[config.mk]
export PLATFORM = sky130hd
export DESIGN_NAME = abd_ctrl
export DESIGN_NICKNAME = d
export VERILOG_FILES = /design/src/hw/rtl/abd_pkg.sv /design/src/hw/rtl/abd_ctrl.sv
export SDC_FILE = /design/constraint.sdc
export NUM_CORES = 1
export LEC_CHECK = 0
export ABC_CLOCK_PERIOD_IN_PS = 2100
export BUFFER_PORTS_ARGS = -buffer_cell sky130_fd_sc_hd__buf_4
export CORE_MARGIN = 4
export CORE_UTILIZATION = 45
export CTS_CLUSTER_SIZE = 28
export DETAILED_ROUTE_END_ITERATION = 7
export GPL_TIMING_DRIVEN = 0
export PLACE_DENSITY = 0.73
export SLEW_MARGIN = 20
export SYNTH_ARGS = -nofsm -noshare
export SYNTH_HDL_FRONTEND = slang
export SYNTH_SLANG_ARGS = --single-unit
[constraint.sdc]
create_clock -name clock -period 2.1 [get_ports clock]
set_clock_uncertainty 0.2 [all_clocks]
set_input_delay 0.21 -clock clock [delete_from_list [all_inputs] [get_ports clock]]
set_output_delay 0.21 -clock clock [all_outputs]
set_load 0.05 [all_outputs]
[src/hw/rtl/abd_pkg.sv]
package abd_pkg;

   localparam int NET_SIZE_MAX_DEF    = 1024;
   localparam int EXP_TABLE_DEPTH_DEF = 256;
   localparam int NET_SIZE_MIN        = 64;
   localparam int QUOT_W              = 20;   // prior quotient bits, covers 512*65536/64
   localparam int EXP_W               = 20;   // exp table entry, unsigned Q4.16

   // configuration register indexes
   localparam logic [2:0] REG_THRESHOLD    = 3'd0;
   localparam logic [2:0] REG_NET_WIDTH    = 3'd1;
   localparam logic [2:0] REG_NET_HEIGHT   = 3'd2;
   localparam logic [2:0] REG_IMAGE_WIDTH  = 3'd3;
   localparam logic [2:0] REG_IMAGE_HEIGHT = 3'd4;
   localparam logic [2:0] REG_LAYOUT_MODE  = 3'd5;

   // prior divisions
   localparam logic [1:0] DIV_CX = 2'd0;
   localparam logic [1:0] DIV_CY = 2'd1;
   localparam logic [1:0] DIV_PW = 2'd2;
   localparam logic [1:0] DIV_PH = 2'd3;

   // multiply steps: DX..BH issue one product each, DY..FIN retire the previous one
   localparam logic [3:0] STEP_DX  = 4'd0;
   localparam logic [3:0] STEP_DY  = 4'd1;
   localparam logic [3:0] STEP_EW  = 4'd2;
   localparam logic [3:0] STEP_EH  = 4'd3;
   localparam logic [3:0] STEP_L   = 4'd4;
   localparam logic [3:0] STEP_T   = 4'd5;
   localparam logic [3:0] STEP_BW  = 4'd6;
   localparam logic [3:0] STEP_BH  = 4'd7;
   localparam logic [3:0] STEP_FIN = 4'd8;

   typedef struct packed {
      logic [15:0]        anchor_score;
      logic signed [15:0] delta_x;
      logic signed [15:0] delta_y;
      logic signed [15:0] delta_w;
      logic signed [15:0] delta_h;
   } req_payload_type;

   typedef struct packed {
      logic               keep;
      logic signed [19:0] box_left;
      logic signed [19:0] box_top;
      logic [18:0]        box_width;
      logic [18:0]        box_height;
      logic [15:0]        score_out;
      logic [15:0]        anchor_index;
      logic               last_anchor;
   } rsp_payload_type;

   typedef struct packed {
      logic [15:0] score_threshold;
      logic [10:0] net_width;
      logic [10:0] net_height;
      logic [13:0] image_width;
      logic [13:0] image_height;
      logic        layout_mode;
   } cfg_type;

   typedef struct packed {
      logic       capture;
      logic       div_start;
      logic       div_store;
      logic [1:0] div_sel;
      logic       mul_en;
      logic [3:0] mul_step;
      logic       out_load;
   } ctrl_cmd_type;

   typedef struct packed {
      logic keep;
      logic div_done;
   } ctrl_status_type;

   function automatic logic [2:0] levels_of(input logic mode);
      return mode ? 3'd3 : 3'd4;
   endfunction

   function automatic logic [1:0] boxes_of(input logic mode, input logic [1:0] lvl);
      logic [1:0] n;
      unique case ({mode, lvl})
         3'b000:  n = 2'd3;
         3'b001:  n = 2'd2;
         3'b010:  n = 2'd2;
         3'b011:  n = 2'd3;
         3'b100:  n = 2'd2;
         3'b101:  n = 2'd2;
         3'b110:  n = 2'd2;
         default: n = 2'd0;
      endcase
      return n;
   endfunction

   function automatic logic [9:0] side_of(input logic mode, input logic [1:0] lvl,
                                          input logic [1:0] k);
      logic [9:0] s;
      unique case ({mode, lvl, k})
         5'b00000: s = 10'd10;
         5'b00001: s = 10'd16;
         5'b00010: s = 10'd24;
         5'b00100: s = 10'd32;
         5'b00101: s = 10'd48;
         5'b01000: s = 10'd64;
         5'b01001: s = 10'd96;
         5'b01100: s = 10'd128;
         5'b01101: s = 10'd192;
         5'b01110: s = 10'd256;
         5'b10000: s = 10'd16;
         5'b10001: s = 10'd32;
         5'b10100: s = 10'd64;
         5'b10101: s = 10'd128;
         5'b11000: s = 10'd256;
         5'b11001: s = 10'd512;
         default:  s = 10'd0;
      endcase
      return s;
   endfunction

   // long division for table construction at elaboration
   function automatic longint unsigned const_div(input longint unsigned n,
                                                 input longint unsigned d);
      longint unsigned q;
      longint unsigned r;
      q = 0;
      r = 0;
      for (int i = 63; i >= 0; i--) begin
         r = {r[62:0], n[i]};
         if (r >= d) begin
            r    = r - d;
            q[i] = 1'b1;
         end
      end
      return q;
   endfunction

   // exp(0.2*x) at the centre of bucket j, Taylor series in Q28
   function automatic logic [EXP_W-1:0] exp_entry(input int j, input int depth);
      longint            num;
      longint unsigned   mag;
      longint unsigned   den;
      longint unsigned   a;
      longint unsigned   sum;
      longint unsigned   term;
      num  = 16 * (2 * longint'(j) + 1) - 16 * longint'(depth);
      mag  = longint'(num < 0 ? -num : num);
      den  = 64'd10 * longint'(depth);
      a    = const_div((mag << 28) + (den >> 1), den);
      sum  = 64'd1 << 28;
      term = 64'd1 << 28;
      for (int n = 1; n <= 24; n++) begin
         term = const_div((term * a) >> 28, longint'(n));
         sum  = sum + term;
      end
      if (num >= 0)
         return EXP_W'((sum + 64'd2048) >> 12);
      else
         return EXP_W'(const_div((64'd1 << 44) + (sum >> 1), sum));
   endfunction

endpackage

[src/hw/rtl/abd_ctrl.sv]
module abd_ctrl (
   input  logic                     clock,
   input  logic                     reset,
   input  logic                     req_valid,
   output logic                     req_stall,
   output logic                     rsp_valid,
   input  logic                     rsp_stall,
   input  abd_pkg::ctrl_status_type status,
   output abd_pkg::ctrl_cmd_type    cmd
);

   localparam logic [1:0] ST_IDLE = 2'd0;
   localparam logic [1:0] ST_DIV  = 2'd1;
   localparam logic [1:0] ST_MUL  = 2'd2;
   localparam logic [1:0] ST_OUT  = 2'd3;

   logic [1:0] state_ff, state_in;
   logic [3:0] step_ff, step_in;
   logic       started_ff, started_in;
   logic       rsp_valid_ff, rsp_valid_in;

   assign req_stall = state_ff != ST_IDLE;

   always_comb begin
      cmd          = '0;
      cmd.div_sel  = step_ff[1:0];
      state_in     = state_ff;
      step_in      = step_ff;
      started_in   = started_ff;
      unique case (state_ff)
         ST_IDLE: begin
            if (req_valid) begin
               cmd.capture = 1'b1;
               state_in    = ST_DIV;
               step_in     = 4'd0;
               started_in  = 1'b0;
            end
         end
         ST_DIV: begin
            if (!status.keep) begin
               state_in = ST_OUT;
            end else if (!started_ff) begin
               cmd.div_start = 1'b1;
               started_in    = 1'b1;
            end else if (status.div_done) begin
               cmd.div_store = 1'b1;
               started_in    = 1'b0;
               if (step_ff[1:0] == abd_pkg::DIV_PH) begin
                  state_in = ST_MUL;
                  step_in  = abd_pkg::STEP_DX;
               end else begin
                  step_in = step_ff + 4'd1;
               end
            end
         end
         ST_MUL: begin
            cmd.mul_en   = 1'b1;
            cmd.mul_step = step_ff;
            if (step_ff == abd_pkg::STEP_FIN)
               state_in = ST_OUT;
            else
               step_in = step_ff + 4'd1;
         end
         ST_OUT: begin
            if (!rsp_valid_ff || !rsp_stall) begin
               cmd.out_load = 1'b1;
               state_in     = ST_IDLE;
            end
         end
      endcase
   end

   assign rsp_valid_in = cmd.out_load ? 1'b1 : (rsp_stall ? rsp_valid_ff : 1'b0);

   always_ff @(posedge clock) begin
      if (reset) begin
         state_ff     <= ST_IDLE;
         step_ff      <= '0;
         started_ff   <= 1'b0;
         rsp_valid_ff <= 1'b0;
      end else begin
         state_ff     <= state_in;
         step_ff      <= step_in;
         started_ff   <= started_in;
         rsp_valid_ff <= rsp_valid_in;
      end
   end

   assign rsp_valid = rsp_valid_ff;

endmodule

After elaboration in Yosys (flattened, before gate mapping)
Cells that the tools add are included.
Cells by class
  add/sub/neg operators: 1
  equal/unequal tests: 16
  muxes and demuxes: 32
  reduce and logical (&&, ||, !) cells: 10
Operator list (number)
  $mux W4: 6
  $mux W2: 9
  $ne A2 B2 Y1 const B: 7
  $mux W1: 13
  $pmux W4 S3: 1
  $reduce_and A6 Y1: 2
  $ne A3 B3 Y1 const B: 3
  $pmux W2 S4: 1
  $eq A2 B2 Y1 const B: 3
  $mux W5: 1
  $add A4 B1 Y4 const B: 1
  $eq A4 B4 Y1 const B: 1
  $reduce_bool A2 Y1: 2
  $reduce_and A3 Y1: 1
  $reduce_bool A3 Y1: 1
  $eq A2 B1 Y1 const B: 1
  $logic_not A1 Y1: 2
  $logic_not A2 Y1: 1
  $ne A2 B1 Y1 const B: 1
  $pmux W1 S2: 1
  $logic_or A1 B1 Y1: 1
Word-level totals
  register bits: 8
  bits of input ports: 6
  output and inout port bits: 13
  word-level logic and storage cells: 63

Longest topological paths before layout
  depth after elaboration: 6
  depth in mapped cells: 7
  gate-level depth less buffers: 7

Worst setup path before layout
No wires, ideal clock.
  path type: register -> output
  from: reg state_ff[0]
  to: out cmd[1] in the netlist's numbering
  arrival: 1.827 ns
  data required time: 1.690 ns
  path slack: -0.137 ns
  cell stages (with the launch flop): 5
  path buffers: 0
  cells stage by stage: dfxtp_1 inv_1 ha_1 inv_1 nor2_1
RTL lines
  from (decl): line abd_ctrl.sv:17  | logic [1:0] state_ff, state_in;
  from (signal assigned): line abd_ctrl.sv:82  | state_ff <= state_in;
  to (decl): line abd_ctrl.sv:9  | output abd_pkg::ctrl_cmd_type cmd

Final worst setup path
  from: reg step_ff[0]
  to: reg step_ff[1]
On the way
  word-level cells in the longest chain between the ends: 6
  elaborated cells on any way between the ends: 11
  classes of those cells: add/sub: 1; eq/ne: 3; mux: 6; reduce/logical: 1
RTL lines
  from (decl): line abd_ctrl.sv:18  | logic [3:0] step_ff, step_in;
  from (signal assigned): line abd_ctrl.sv:83  | step_ff <= step_in;
  $add A4 B1 Y4 / $eq A2 B2 Y1 (equally long branches): line abd_ctrl.sv:52, abd_ctrl.sv:62, abd_ctrl.sv:48
  $mux W4: line abd_ctrl.sv:48  | if (step_ff[1:0] == abd_pkg::DIV_PH) begin
  $mux W4: line abd_ctrl.sv:45  | end else if (status.div_done) begin
  $mux W4: line abd_ctrl.sv:42  | end else if (!started_ff) begin
  $mux W4: line abd_ctrl.sv:40  | if (!status.keep) begin
  $pmux W4 S3: line abd_ctrl.sv:30  | unique case (state_ff)
Several ways; a longest one is shown, not always the timed one. The select of a mux whose other input is x is not followed.
A chain may end at the register's enable or synchronous reset.

==> parameters.txt <==
Parameter                              Value

Timing
  Setup ws final    0.106 ns
  Final count of pins violating max slew    0
  Maximum clock frequency    502 MHz
  Unrepaired setup endpoints after global routing    no
  Final Hold Viols    0
  Minimum clock period    1.99 ns
  Worst hold margin    0.0195 ns
  Tightest Pin Transition    0.460 ns
  Final critical-path share of the clock period    94.9%
  Remaining max-slew budget at the tightest pin    69.4%
  Count of endpoints failing setup in the final report    0

Die
  Vertical die dimension    46.5 um
  Number of I/O pins    19
  Initial cell density of the core    49.3%
  Die width    46.5 um
  Placement row count    13
  Overall die area    2160 sq um
  Core area    1350 sq um

Power and ir drop
  Maximum vdd ir drop    653 uV
  Int Power    525 uW
  Combinational Power Share    67.1%
  Switching Share    50.3%
  Total leakage power    0.373 nW
  Clock network fraction of total power    11.8%
  Pwr/cell area    1230 nW/um^2
  Power spent charging and discharging nets    531 uW
  Sum of internal, switching and leakage power    1.06 mW
  Sequential share of power    21.2%

Global routing
  Global-route usage over all layers    15.8%
  Largest net degree at the start of global routing    11
  Total grt overflow    0
  Number of global-route vias before repair    561
  Global-route wire length before repair    2370 um
  Antenna violations before repair    0

Clock tree
  Maximum level of the CTS H-tree    1
  TritonCTS clock tree    done
  TritonCTS sink count    8
  TritonCTS Buffers    3
  Worst skew pair latency    0.27 ns
  Cts-stage hold buffer count    0
  Clock tree root driver cell    sky130_fd_sc_hd__clkbuf_4
  Max Root-Sink Buffers    2
  Clock transition at path regs    0.06 ns

Worst setup path
  Worst EP arrival    1.98 ns
  Largest fanout on the critical path    8
  Longest individual stage delay on the worst path    0.39 ns
  Nature of the critical path startpoint    register
  Type of the setup path with the least slack    reg -> reg
  Cells along the critical path    inv_1 > ha_1 > and4b_1 > a2111oi_4 > buf_4 > o2111ai_1 > a21oi_1
  Crit end category    register
  Required time of the critical path    2.09 ns
  CP max stage cell    sky130_fd_sc_hd__dfxtp_1

Routing
  Number of detailed-route iterations in the first pass    2
  Per-cell via count in the routed design    5.30
  Detailed-route DRC error count    0
  Iteration-0 DRC count of the detailed router    15
  Met1 Wirelength    664 um
  Wire length on met3    121 um
  Wire length per cell    12.4 um
  Remaining antenna violation count    0
  Sum of met2 wire segment lengths after detailed routing    651 um
  Number of vias in the routed layout    620
  WL final    1450 um
  Highest metal layer used by the detailed router    met4

Synthesis
  Synth unique cells    31
  Post-Syn Area per Cell    8.22 sq um
  Main area contributors after synthesis    sky130_fd_sc_hd__dfxtp_1 24%, sky130_fd_sc_hd__ha_1 17%, sky130_fd_sc_hd__inv_1 5.1%, sky130_fd_sc_hd__nand2b_1 4.7%, sky130_fd_sc_hd__a21oi_1 4.5%
  Number of warnings reported in the yosys synthesis log    0
  Number of enable flip-flop cells after synthesis    0
  Yosys reg bits    8
  Net count after synthesis    96
  Main synth FF type    sky130_fd_sc_hd__dfxtp_1
  Top post-synthesis cells by count    9 x sky130_fd_sc_hd__ha_1, 9 x sky130_fd_sc_hd__inv_1, 8 x sky130_fd_sc_hd__dfxtp_1
  Post-Synthesis Cells    81
  Most area-hungry cell type in the Yosys netlist    sky130_fd_sc_hd__dfxtp_1
  Share of flip-flops with an asynchronous set or reset after synthesis    0%
  Share of synthesized area occupied by flip-flops and latches    24.1%
  Mapped Area    666 sq um
  Area share of the leading cell type in the synthesized netlist    24.1%

Layout
  Fill cells    111
  Area of the multi-input gates    463 sq um
  Number of antenna cells inserted    0
  NumNets Final    119
  Finished Layout Cells    117
  Synth-to-Final Area Change    29.3%
  Area taken by flip-flops and latches    161 sq um
  Share of layout cells above drive strength 1    30.4%
  Finished Cell Area    861 sq um

Run status
  Outcome    finished clean

Placed design
  Estimated wirelength of the detail-placed design    1120 um
  Cells after DPL    113
  Placed inst area    815 sq um
  Worst setup slack after placement    0.00825 ns
  Number of buffer cells added on primary ports    17
  GPL Wtd Cong    0.855

Run
  Max-cap violation count    0

Min path
  Tightest Hold Check Type    in -> reg
worst max-delay path, delay by kind of cell (launching register included):
kind	cells	cell delay, ns
DFF	1	0.39
buffers and inverters	2	0.30
AOI/OAI and AO/OA	3	0.60
adders and majority gates	1	0.22
and+or+nand+nor	1	0.22
cell type report:
cell class / count / area share [%]
plain buffers: 4 / 3.05
clock buffers: 3 / 2.62
inverters: 9 / 3.92
multi-input cells: 60 / 53.8
flip-flops and latches: 8 / 18.8
well taps: 15 / 2.18
repair buffers: 18 / 15.7
per-layer routing:
metal / global-route usage, % / vias to the layer above
met2: 25.0 / 18
met5: 0 / -
li1: - / 326
met4: 5.11 / 0
met1: 18.6 / 274
met3: 7.42 / 2
through the flow:
stage | TNS (ns) | util [%]
2_1_floorplan | -0.273 | -
3_3_place_gp | 0 | 60.3
3_5_place_dp | 0 | 60.3
4_1_cts | 0 | 62.7
5_1_grt | 0 | 63.8
6_report | 0 | 63.8
final timing paths:
path / from / end / slack, ns / depth (start not counted)
setup / recovery: step_ff[0]$_SDFFE_PP0P_ / step_ff[1]$_SDFFE_PP0P_ / 0.11 / 7
hold / removal: rsp_stall / rsp_valid$_SDFFE_PP0P_ / 0.02 / 3
setup reg to reg: step_ff[0]$_SDFFE_PP0P_ / step_ff[1]$_SDFFE_PP0P_ / 0.11 / 7
hold reg to reg: step_ff[3]$_SDFFE_PP0P_ / step_ff[3]$_SDFFE_PP0P_ / 0.32 / 2
timing repair:
item | 4_1_cts | 5_1_grt
buffers inserted | 1 | 0
setup endpoints to repair | 1 | 5
pin swaps | 1 | 0
resized for setup | 1 | 3
flip-flops by register name, summed over array words and instances, names as in the netlist:
register and cells:
state_ff 2, started_ff 1, rsp_valid 1, step_ff 4
cell usage in the layout, fill, tap and decap left out, drive strengths merged:
| cell type | instances |
|---|---|
| a2111oi | 2 |
| nand2b | 5 |
| a31oi | 1 |
| clkbuf | 4 |
| a21boi | 1 |
| or2 | 1 |
| nand2 | 5 |
| a31o | 1 |
| a21oi | 6 |
| and3 | 2 |
| ha | 9 |
| o21ai | 3 |
| nor3b | 1 |
| nand3b | 2 |
| o31ai | 1 |
| a41oi | 1 |
| inv | 9 |
| a211oi | 2 |
| dfxtp | 8 |
| nor2 | 5 |
| nand3 | 2 |
| and2 | 2 |
| buf | 21 |
| nor2b | 3 |
| o21a | 1 |
| and4b | 1 |
| nand4 | 1 |
| o2111ai | 2 |
logic make-up after synthesis:
group / after synthesis / share of synthesized area (%)
simple gates: 30 / 25.9
flops: 8 / 24.1
fa+ha+maj: 9 / 16.9
buf+inv: 13 / 9.02
compound gates: 21 / 24.1
power by group through the flow:
stage | registers, mW | clock network, mW | logic (mW)
CTS | 0.217 | 0.130 | 0.696
global placement | 0.219 | 0 | 0.663
finish | 0.224 | 0.125 | 0.709
global route | 0.229 | 0.135 | 0.769
detailed placement | 0.221 | 0 | 0.675
floorplan | 0.219 | 0 | 0.518
(Power assumes the default switching activity.)
